File: src/rtl/core/rne_pkg.sv
// ----------------------------------------------------------------------------
// rne_pkg
// Shared widths, symbol codes and the decimal digit word for the Roman
// numeral encoder.
// ----------------------------------------------------------------------------
package rne_pkg;

    localparam int unsigned VALUE_W = 12;
    localparam int unsigned CODE_W  = 5;
    localparam int unsigned DIGIT_W = 4;
    localparam int unsigned THOU_W  = 2;
    localparam int unsigned REP_W   = 2;

    localparam logic [VALUE_W-1:0] MAX_VALID = VALUE_W'(3999);

    // Symbol codes: index into the greedy table M, CM, D, ... , I
    localparam logic [CODE_W-1:0] SYM_M  = CODE_W'(0);
    localparam logic [CODE_W-1:0] SYM_CM = CODE_W'(1);
    localparam logic [CODE_W-1:0] SYM_XC = CODE_W'(5);
    // units glyph for digit d (1..9) has code UNIT_BASE - d
    localparam logic [CODE_W-1:0] UNIT_BASE = CODE_W'(18);

    // Decimal digits of one value, plus the out-of-range mark
    typedef struct packed {
        logic               oor;
        logic [THOU_W-1:0]  th;
        logic [DIGIT_W-1:0] hu;
        logic [DIGIT_W-1:0] te;
        logic [DIGIT_W-1:0] un;
    } digits_t;

endpackage

File: src/rtl/core/rne_digit_pipe.sv
// ----------------------------------------------------------------------------
// rne_digit_pipe
// Three-stage pipeline that splits a value into thousands, hundreds, tens
// and units digits; each stage holds while the next one cannot take its word.
// ----------------------------------------------------------------------------
module rne_digit_pipe
    import rne_pkg::*;
(
    input  logic               clk,
    input  logic               rst_n,
    input  logic               in_valid,
    input  logic [VALUE_W-1:0] in_value,
    output logic               in_ready,
    output logic               out_valid,
    output digits_t            out_digits,
    input  logic               out_take
);

    localparam int unsigned REM1_W = 10;  // remainder below 1000
    localparam int unsigned REM2_W = 7;   // remainder below 100

    // Stage 1: thousands
    logic               s1_valid_reg;
    logic               s1_oor_reg;
    logic [THOU_W-1:0]  s1_th_reg;
    logic [REM1_W-1:0]  s1_rem_reg;
    // Stage 2: hundreds
    logic               s2_valid_reg;
    logic               s2_oor_reg;
    logic [THOU_W-1:0]  s2_th_reg;
    logic [DIGIT_W-1:0] s2_hu_reg;
    logic [REM2_W-1:0]  s2_rem_reg;
    // Stage 3: tens and units
    logic               s3_valid_reg;
    digits_t            s3_digits_reg;

    logic               s1_free;
    logic               s2_free;
    logic               s3_free;

    logic [THOU_W-1:0]  s1_th_next;
    logic [VALUE_W-1:0] s1_sub;
    logic [DIGIT_W-1:0] s2_hu_next;
    logic [REM1_W-1:0]  s2_sub;
    logic [DIGIT_W-1:0] s3_te_next;
    logic [REM2_W-1:0]  s3_sub;

    assign s3_free  = !s3_valid_reg || out_take;
    assign s2_free  = !s2_valid_reg || s3_free;
    assign s1_free  = !s1_valid_reg || s2_free;
    assign in_ready = s1_free;

    assign out_valid  = s3_valid_reg;
    assign out_digits = s3_digits_reg;

    always_comb
    begin
        priority if (in_value >= VALUE_W'(3000))
        begin
            s1_th_next = THOU_W'(3);
        end
        else if (in_value >= VALUE_W'(2000))
        begin
            s1_th_next = THOU_W'(2);
        end
        else if (in_value >= VALUE_W'(1000))
        begin
            s1_th_next = THOU_W'(1);
        end
        else
        begin
            s1_th_next = THOU_W'(0);
        end
        s1_sub = in_value - VALUE_W'(s1_th_next) * VALUE_W'(1000);
    end

    always_comb
    begin
        s2_hu_next = '0;
        for (int k = 1; k <= 9; k++)
        begin
            if (s1_rem_reg >= REM1_W'(k * 100))
            begin
                s2_hu_next = DIGIT_W'(k);
            end
        end
        s2_sub = s1_rem_reg - REM1_W'(s2_hu_next) * REM1_W'(100);
    end

    always_comb
    begin
        s3_te_next = '0;
        for (int k = 1; k <= 9; k++)
        begin
            if (s2_rem_reg >= REM2_W'(k * 10))
            begin
                s3_te_next = DIGIT_W'(k);
            end
        end
        s3_sub = s2_rem_reg - REM2_W'(s3_te_next) * REM2_W'(10);
    end

    always_ff @(posedge clk or negedge rst_n)
    begin
        if (!rst_n)
        begin
            s1_valid_reg <= 1'b0;
            s2_valid_reg <= 1'b0;
            s3_valid_reg <= 1'b0;
        end
        else
        begin
            if (s1_free)
            begin
                s1_valid_reg <= in_valid;
            end
            if (s2_free)
            begin
                s2_valid_reg <= s1_valid_reg;
            end
            if (s3_free)
            begin
                s3_valid_reg <= s2_valid_reg;
            end
        end
    end

    always_ff @(posedge clk)
    begin
        if (s1_free)
        begin
            s1_oor_reg <= (in_value > MAX_VALID);
            s1_th_reg  <= s1_th_next;
            s1_rem_reg <= s1_sub[REM1_W-1:0];
        end
        if (s2_free)
        begin
            s2_oor_reg <= s1_oor_reg;
            s2_th_reg  <= s1_th_reg;
            s2_hu_reg  <= s2_hu_next;
            s2_rem_reg <= s2_sub[REM2_W-1:0];
        end
        if (s3_free)
        begin
            s3_digits_reg.oor <= s2_oor_reg;
            s3_digits_reg.th  <= s2_th_reg;
            s3_digits_reg.hu  <= s2_hu_reg;
            s3_digits_reg.te  <= s3_te_next;
            s3_digits_reg.un  <= s3_sub[DIGIT_W-1:0];
        end
    end

endmodule

File: src/rtl/core/rne_token_seq.sv
// ----------------------------------------------------------------------------
// rne_token_seq
// Token sequencer: takes one digit word and emits its symbol tokens one per
// cycle through a registered output.
// ----------------------------------------------------------------------------
module rne_token_seq
    import rne_pkg::*;
(
    input  logic              clk,
    input  logic              rst_n,
    input  logic              in_valid,
    input  digits_t           in_digits,
    output logic              in_take,
    output logic              tok_valid,
    output logic [CODE_W-1:0] tok_code,
    output logic              tok_oor,
    output logic              tok_last
);

    // One decimal group: optional leading symbol, then repeats of one symbol
    typedef struct packed {
        logic              lead_v;
        logic [CODE_W-1:0] lead_code;
        logic [REP_W-1:0]  rep;
    } group_t;

    typedef struct packed {
        logic              oor;
        logic [THOU_W-1:0] th;
        group_t            hu;
        group_t            te;
        logic              un_v;
        logic [CODE_W-1:0] un_code;
    } pend_t;

    localparam logic [CODE_W-1:0] HU_BASE = SYM_CM;
    localparam logic [CODE_W-1:0] TE_BASE = SYM_XC;

    pend_t             pend_reg;
    pend_t             pend_next;
    pend_t             cur;
    logic              active_reg;
    logic              active_next;
    logic              remain;
    logic              emit_v;
    logic [CODE_W-1:0] emit_code;
    logic              emit_oor;

    logic              valid_reg;
    logic [CODE_W-1:0] code_reg;
    logic              oor_reg;
    logic              last_reg;

    // Leading symbol sits at base (9), base+1 (5..8) or base+2 (4);
    // the repeated symbol is base+3
    function automatic group_t split_group(input logic [DIGIT_W-1:0] d,
                                           input logic [CODE_W-1:0]  base);
        group_t g;
        g = '0;
        unique case (d)
            DIGIT_W'(9):
            begin
                g.lead_v    = 1'b1;
                g.lead_code = base;
            end
            DIGIT_W'(5), DIGIT_W'(6), DIGIT_W'(7), DIGIT_W'(8):
            begin
                g.lead_v    = 1'b1;
                g.lead_code = base + CODE_W'(1);
                g.rep       = REP_W'(d - DIGIT_W'(5));
            end
            DIGIT_W'(4):
            begin
                g.lead_v    = 1'b1;
                g.lead_code = base + CODE_W'(2);
            end
            DIGIT_W'(1), DIGIT_W'(2), DIGIT_W'(3):
            begin
                g.rep = d[REP_W-1:0];
            end
            default:
            begin
                g = '0;
            end
        endcase
        return g;
    endfunction

    // Consume the highest pending token
    always_comb
    begin
        cur       = pend_reg;
        emit_v    = active_reg;
        emit_code = SYM_M;
        emit_oor  = 1'b0;
        if (active_reg)
        begin
            priority if (cur.oor)
            begin
                emit_oor = 1'b1;
                cur.oor  = 1'b0;
            end
            else if (cur.th != '0)
            begin
                emit_code = SYM_M;
                cur.th    = cur.th - THOU_W'(1);
            end
            else if (cur.hu.lead_v)
            begin
                emit_code     = cur.hu.lead_code;
                cur.hu.lead_v = 1'b0;
            end
            else if (cur.hu.rep != '0)
            begin
                emit_code  = HU_BASE + CODE_W'(3);
                cur.hu.rep = cur.hu.rep - REP_W'(1);
            end
            else if (cur.te.lead_v)
            begin
                emit_code     = cur.te.lead_code;
                cur.te.lead_v = 1'b0;
            end
            else if (cur.te.rep != '0)
            begin
                emit_code  = TE_BASE + CODE_W'(3);
                cur.te.rep = cur.te.rep - REP_W'(1);
            end
            else
            begin
                emit_code = cur.un_code;
                cur.un_v  = 1'b0;
            end
        end
    end

    assign remain = cur.oor || (cur.th != '0) || cur.hu.lead_v || (cur.hu.rep != '0)
                 || cur.te.lead_v || (cur.te.rep != '0) || cur.un_v;

    assign in_take = !active_reg || !remain;

    // Load a new word as the current run ends, else advance the run
    always_comb
    begin
        pend_next   = cur;
        active_next = active_reg;
        if (in_take)
        begin
            active_next = in_valid;
            if (in_valid)
            begin
                pend_next = '0;
                if (in_digits.oor)
                begin
                    pend_next.oor = 1'b1;
                end
                else
                begin
                    pend_next.th      = in_digits.th;
                    pend_next.hu      = split_group(in_digits.hu, HU_BASE);
                    pend_next.te      = split_group(in_digits.te, TE_BASE);
                    pend_next.un_v    = (in_digits.un != '0);
                    pend_next.un_code = UNIT_BASE - CODE_W'(in_digits.un);
                end
            end
        end
    end

    always_ff @(posedge clk or negedge rst_n)
    begin
        if (!rst_n)
        begin
            active_reg <= 1'b0;
            valid_reg  <= 1'b0;
        end
        else
        begin
            active_reg <= active_next;
            valid_reg  <= emit_v;
        end
    end

    always_ff @(posedge clk)
    begin
        pend_reg <= pend_next;
        code_reg <= emit_code;
        oor_reg  <= emit_oor;
        last_reg <= !remain;
    end

    assign tok_valid = valid_reg;
    assign tok_code  = code_reg;
    assign tok_oor   = oor_reg;
    assign tok_last  = last_reg;

endmodule

File: src/rtl/core/roman_numeral_encoder.sv
// ----------------------------------------------------------------------------
// roman_numeral_encoder
// Converts a 12-bit unsigned value into its Roman numeral as a run of symbol
// tokens, one token per cycle.
// ----------------------------------------------------------------------------
//
//   channel   handshake           word fields
//   -------   -----------------   ------------------------------------
//   command   start / busy        value[11:0]
//   result    valid (strobe)      symbol_code[4:0], out_of_range, last
//
// A word is taken at a clock edge with start high and busy low. Three
// pipeline stages split it into digits (thousands, hundreds, tens/units);
// the token sequencer then emits one token per cycle, so a value yields
// 1 to 12 tokens (12 for 3888); that sequencer sets the sustained rate.
// The first token passes the digit stages, then the pending and output registers.
// A zero value produces no tokens; a value above 3999 produces one token
// flagged out of range. Reset clears all valid bits and the sequencer.
// The result side cannot stall: each token is on the ports for exactly one
// cycle. Back-pressure from the sequencer holds the digit stages and
// finally raises busy.
//
module roman_numeral_encoder
    import rne_pkg::*;
(
    input  logic               clk,
    input  logic               rst_n,
    input  logic               start,
    output logic               busy,
    input  logic [VALUE_W-1:0] value,
    output logic               valid,
    output logic [CODE_W-1:0]  symbol_code,
    output logic               out_of_range,
    output logic               last
);

    logic    pipe_ready;
    logic    digits_valid;
    digits_t digits;
    logic    digits_take;

    assign busy = !pipe_ready;

    // Drop zero values at the door: they produce no tokens
    rne_digit_pipe u_digit_pipe
    (
        .clk        (clk),
        .rst_n      (rst_n),
        .in_valid   (start && (value != '0)),
        .in_value   (value),
        .in_ready   (pipe_ready),
        .out_valid  (digits_valid),
        .out_digits (digits),
        .out_take   (digits_take)
    );

    // Advance one token per cycle; take the next digit word as a run ends
    rne_token_seq u_token_seq
    (
        .clk       (clk),
        .rst_n     (rst_n),
        .in_valid  (digits_valid),
        .in_digits (digits),
        .in_take   (digits_take),
        .tok_valid (valid),
        .tok_code  (symbol_code),
        .tok_oor   (out_of_range),
        .tok_last  (last)
    );

endmodule
File: config.mk
export PLATFORM = sky130hd
export DESIGN_NAME = roman_numeral_encoder
export DESIGN_NICKNAME = d
export VERILOG_FILES = /design/src/rtl/core/rne_pkg.sv /design/src/rtl/core/rne_digit_pipe.sv /design/src/rtl/core/rne_token_seq.sv /design/src/rtl/core/roman_numeral_encoder.sv
export SDC_FILE = /design/constraint.sdc
export NUM_CORES = 1
export LEC_CHECK = 0
export ABC_CLOCK_PERIOD_IN_PS = 3200
export BUFFER_PORTS_ARGS = -buffer_cell sky130_fd_sc_hd__buf_2
export CORE_ASPECT_RATIO = 0.5
export CORE_MARGIN = 10
export CORE_UTILIZATION = 40
export DETAILED_ROUTE_END_ITERATION = 12
export GPL_ROUTABILITY_DRIVEN = 0
export GPL_TIMING_DRIVEN = 0
export PLACE_DENSITY_LB_ADDON = 0.12
export SYNTH_ARGS = -nofsm -noshare
export SYNTH_HDL_FRONTEND = slang
export SYNTH_HIERARCHICAL = 1
export SYNTH_SLANG_ARGS = --single-unit
File: constraint.sdc
create_clock -name clk -period 3.2 [get_ports clk]
set_input_delay 0.16 -clock clk [delete_from_list [all_inputs] [get_ports clk]]
set_output_delay 0.16 -clock clk [all_outputs]
set_load 0.01 [all_outputs]
==> summary.md <==
| Metric | Value |
|---|---|
| Number of maximum-capacitance constraint violations | `0` |
| Final number of hold-violating endpoints | `0` |
| Most common library cell in the layout ignoring fill and taps | `sky130_fd_sc_hd__edfxtp_1` |
| Number of antenna violations at the first check in global routing | `0` |
| Clock skew | `5.01 ps` |
| CTS HTree Levels | `3` |
| Sequential element share of the synthesized area | `49.4%` |
| Share of post-route cells with drive strength above 1 | `15.6%` |
| Power Dens Cells | `about 1300 mW/mm^2` |
| Length of the first detailed-routing pass in iterations | `4` |
| Standby leakage power | `between 2 and 2.5 nW` |
| Flip-flop and latch count after synthesis | `74` |
| Number of nets with antenna violations after detailed routing | `0` |
| Worst Max-Slew Pin Slew | `roughly 700 ps` |
| Number of setup violations in the final report | `0` |
| Average cell area after synthesis | `10.9 um^2` |
| Tcrit/Tclk final | `a little over nine tenths` |
| Post-DR vias/cell | `5.05` |
| CP required | `3280 ps` |
| Number of standard cells in the final layout excluding fillers | `approximately 560` |
| Slew margin rel. | `54.3%` |
| Synthesis warning total | `6` |
| Floorplan Core Area | `roughly 0.010 mm^2` |
| Cells after Synth | `378` |
| Width of the chip | `approximately 160 um` |
| Setup TNS Final | `0 ps` |
| Routed wire per std cell | `14.1 um` |
| Via count of the routed design | `roughly 2800` |
| Most frequent cells in the layout | `sky130_fd_sc_hd__edfxtp_1, sky130_fd_sc_hd__inv_1, sky130_fd_sc_hd__buf_2, sky130_fd_sc_hd__ha_1, sky130_fd_sc_hd__a21oi_1` |
| Worst skew pair latency | `330 ps` |
| Max reg flops | `15` |
| Number of buffer cells added on primary ports | `23` |
| Run status | `complete, no violations` |
| Maximum number of pins on one net before global-route repair | `17` |
| CTS sink cnt | `74` |
| Final Routed Wirelength | `7.96 mm` |
| Total clock buffers created by CTS | `9` |
| Residual overflow from global routing | `0` |
| Via count of the first global-routing pass | `2909` |
| Synth Flop Type | `sky130_fd_sc_hd__edfxtp_1` |
| Maximum fanout along the worst path | `10` |
| Number of DRC violations after detailed routing | `0` |
| Min-Delay Path Class | `input port to flip-flop` |
| Hold slack final | `35.3 ps` |
| RSZ-0062 raised after global routing | `no` |
| Die area | `0.0149 mm^2` |
| Root Buffer Master | `sky130_fd_sc_hd__clkbuf_16` |
| I/O pins | `24` |
| Number of placed instances with taps included | `approximately 540` |
| Worst-case setup margin in the final layout | `~190 ps` |
| Row cnt | `26` |
| Number of synthesized flops with an enable pin | `52` |
| Maximum buffer depth of the clock tree | `2` |
| Y dimension of the die | `91.6 um` |
| Global-route wire length before repair | `13.7 mm` |
| Count of antenna diodes in the layout | `0` |
| Kind of start point of the critical path | `flip-flop` |
| Summed instance area of the synthesized netlist | `0.00410 mm^2` |
| Type of element capturing the critical path | `flip-flop` |
| Initial detailed-routing violation count | `between 100 and 150` |
| Cell variety after synth | `67` |
| Fraction of synthesis flops using an asynchronous set or reset pin | `6.76%` |
| Worst slack after detailed placement | `29.7 ps` |
| Max Freq | `approximately 330 MHz` |
| CTS tree | `yes` |
| Fin crit period | `around 3000 ps` |
| Half-perimeter wire length of the detailed placement result | `6.03 mm` |
| Syn_nets | `420` |
| Aggregate global-route resource usage | `11.1%` |
| Effective utilization at floorplan | `40.5%` |
| Worst Path Class, Setup | `flip-flop to flip-flop` |
| Number of nets in the layout | `460` |
| Arrival time at the worst endpoint | `3080 ps` |
| Final max-slew violation count | `0` |
| Worst-case vdd ir drop | `0.425 mV` |
| Area growth from synthesis to layout | `16.5%` |
| Final core occ | `47.2%` |
| Clock transition at the registers of the reported paths | `50 ps` |
-- final timing paths --
kind,depth (start not counted),endpoint,from,slack [ps]
setup / recovery,13,u_digit_pipe/s2_rem_reg[6],u_digit_pipe/s1_rem_reg[7],190
hold / removal,1,u_digit_pipe/s1_rem_reg[0],value[0],40
setup reg to reg,13,u_digit_pipe/s2_rem_reg[6],u_digit_pipe/s1_rem_reg[7],190
hold reg to reg,0,u_digit_pipe/out_digits[8],u_digit_pipe/s2_hu_reg[0],420
max in group asynchronous,2,u_token_seq/active_reg,rst_n,2890
min in group asynchronous,2,u_digit_pipe/s2_valid_reg,rst_n,170
-- metal layers --
metal / wire, um / vias up / GRT usage [%]
met5: 0 / - / 0
met4: 96 / 0 / 3.88
met3: 418 / 11 / 4.01
met2: 3780 / 62 / 18.5
met1: 3670 / 1314 / 13.0
li1: - / 1455 / -
-- metrics by stage --
stage	power, W	area (um^2)
6_report	0.00616	4780
3_3_place_gp	0.00496	4390
4_1_cts	0.00618	4740
2_1_floorplan	0.00435	4100
5_1_grt	0.00670	4780
3_5_place_dp	0.00505	4390
-- critical path: stages, from the launching register on --
cell                        delay [ps]
sky130_fd_sc_hd__edfxtp_1          390
sky130_fd_sc_hd__buf_6             160
sky130_fd_sc_hd__nor2b_4           130
sky130_fd_sc_hd__a2111oi_4         310
sky130_fd_sc_hd__o31ai_1           130
sky130_fd_sc_hd__a211oi_2          230
sky130_fd_sc_hd__and2b_1           250
sky130_fd_sc_hd__ha_1              230
sky130_fd_sc_hd__fa_1              410
sky130_fd_sc_hd__inv_1              70
sky130_fd_sc_hd__a21o_1            110
sky130_fd_sc_hd__a21oi_1            70
sky130_fd_sc_hd__xnor2_1           130
sky130_fd_sc_hd__xnor2_1           130
-- layout make-up --
class | count | area [um^2]
fillers | 915 | 5340
flip-flops and latches | 74 | 2030
inverters | 37 | 140
multi-input cells | 253 | 1850
clock buffers | 13 | 292
clock inverters | 3 | 42.5
plain buffers | 14 | 85.1
well taps | 140 | 175
repair buffers | 29 | 163
-- where the power goes --
part           leakage, nW  internal (W)  switching, W
Sequential           0.716       0.00184      0.000302
Clock                0.163      0.000713      0.000367
Combinational         1.13       0.00125       0.00169
-- Yosys cell counts, types with 6 or more instances --
library cell               count  area (um^2)
sky130_fd_sc_hd__dfxtp_1      17          340
sky130_fd_sc_hd__o21ai_0      14         70.1
sky130_fd_sc_hd__ha_1         24          300
sky130_fd_sc_hd__nand2_1      18         67.6
sky130_fd_sc_hd__nand2b_1     12         75.1
sky130_fd_sc_hd__xnor2_1      12          105
sky130_fd_sc_hd__a21oi_1      23          115
sky130_fd_sc_hd__mux2i_1       8         80.1
sky130_fd_sc_hd__clkbuf_1      7         26.3
sky130_fd_sc_hd__nor2b_1       7         43.8
sky130_fd_sc_hd__xor2_1        6         52.6
sky130_fd_sc_hd__nor2_1       22         82.6
sky130_fd_sc_hd__inv_1        36          135
sky130_fd_sc_hd__nor3_1       12         60.1
sky130_fd_sc_hd__edfxtp_1     52         1560
sky130_fd_sc_hd__a22oi_1       8         60.1
sky130_fd_sc_hd__a21o_1        6         45.0
-- timing repair --
action	CTS	global route
endpoints found under the hold margin	5	0
pin swaps	0	1
resized for setup	0	2
setup endpoints to repair	1	32
buffers inserted	1	4
hold buffers	1	0
-- kinds of logic after synthesis --
kind of cell	after synthesis	share of synthesized area (%)
simple gates	105	14.0
compound gates	92	15.7
flops	74	49.4
buf+inv	51	5.49
fa+ha+maj	30	9.55
xor+xnor	18	3.84
mux	8	1.95
No activity file was read; power rests on OpenSTA's default activity.
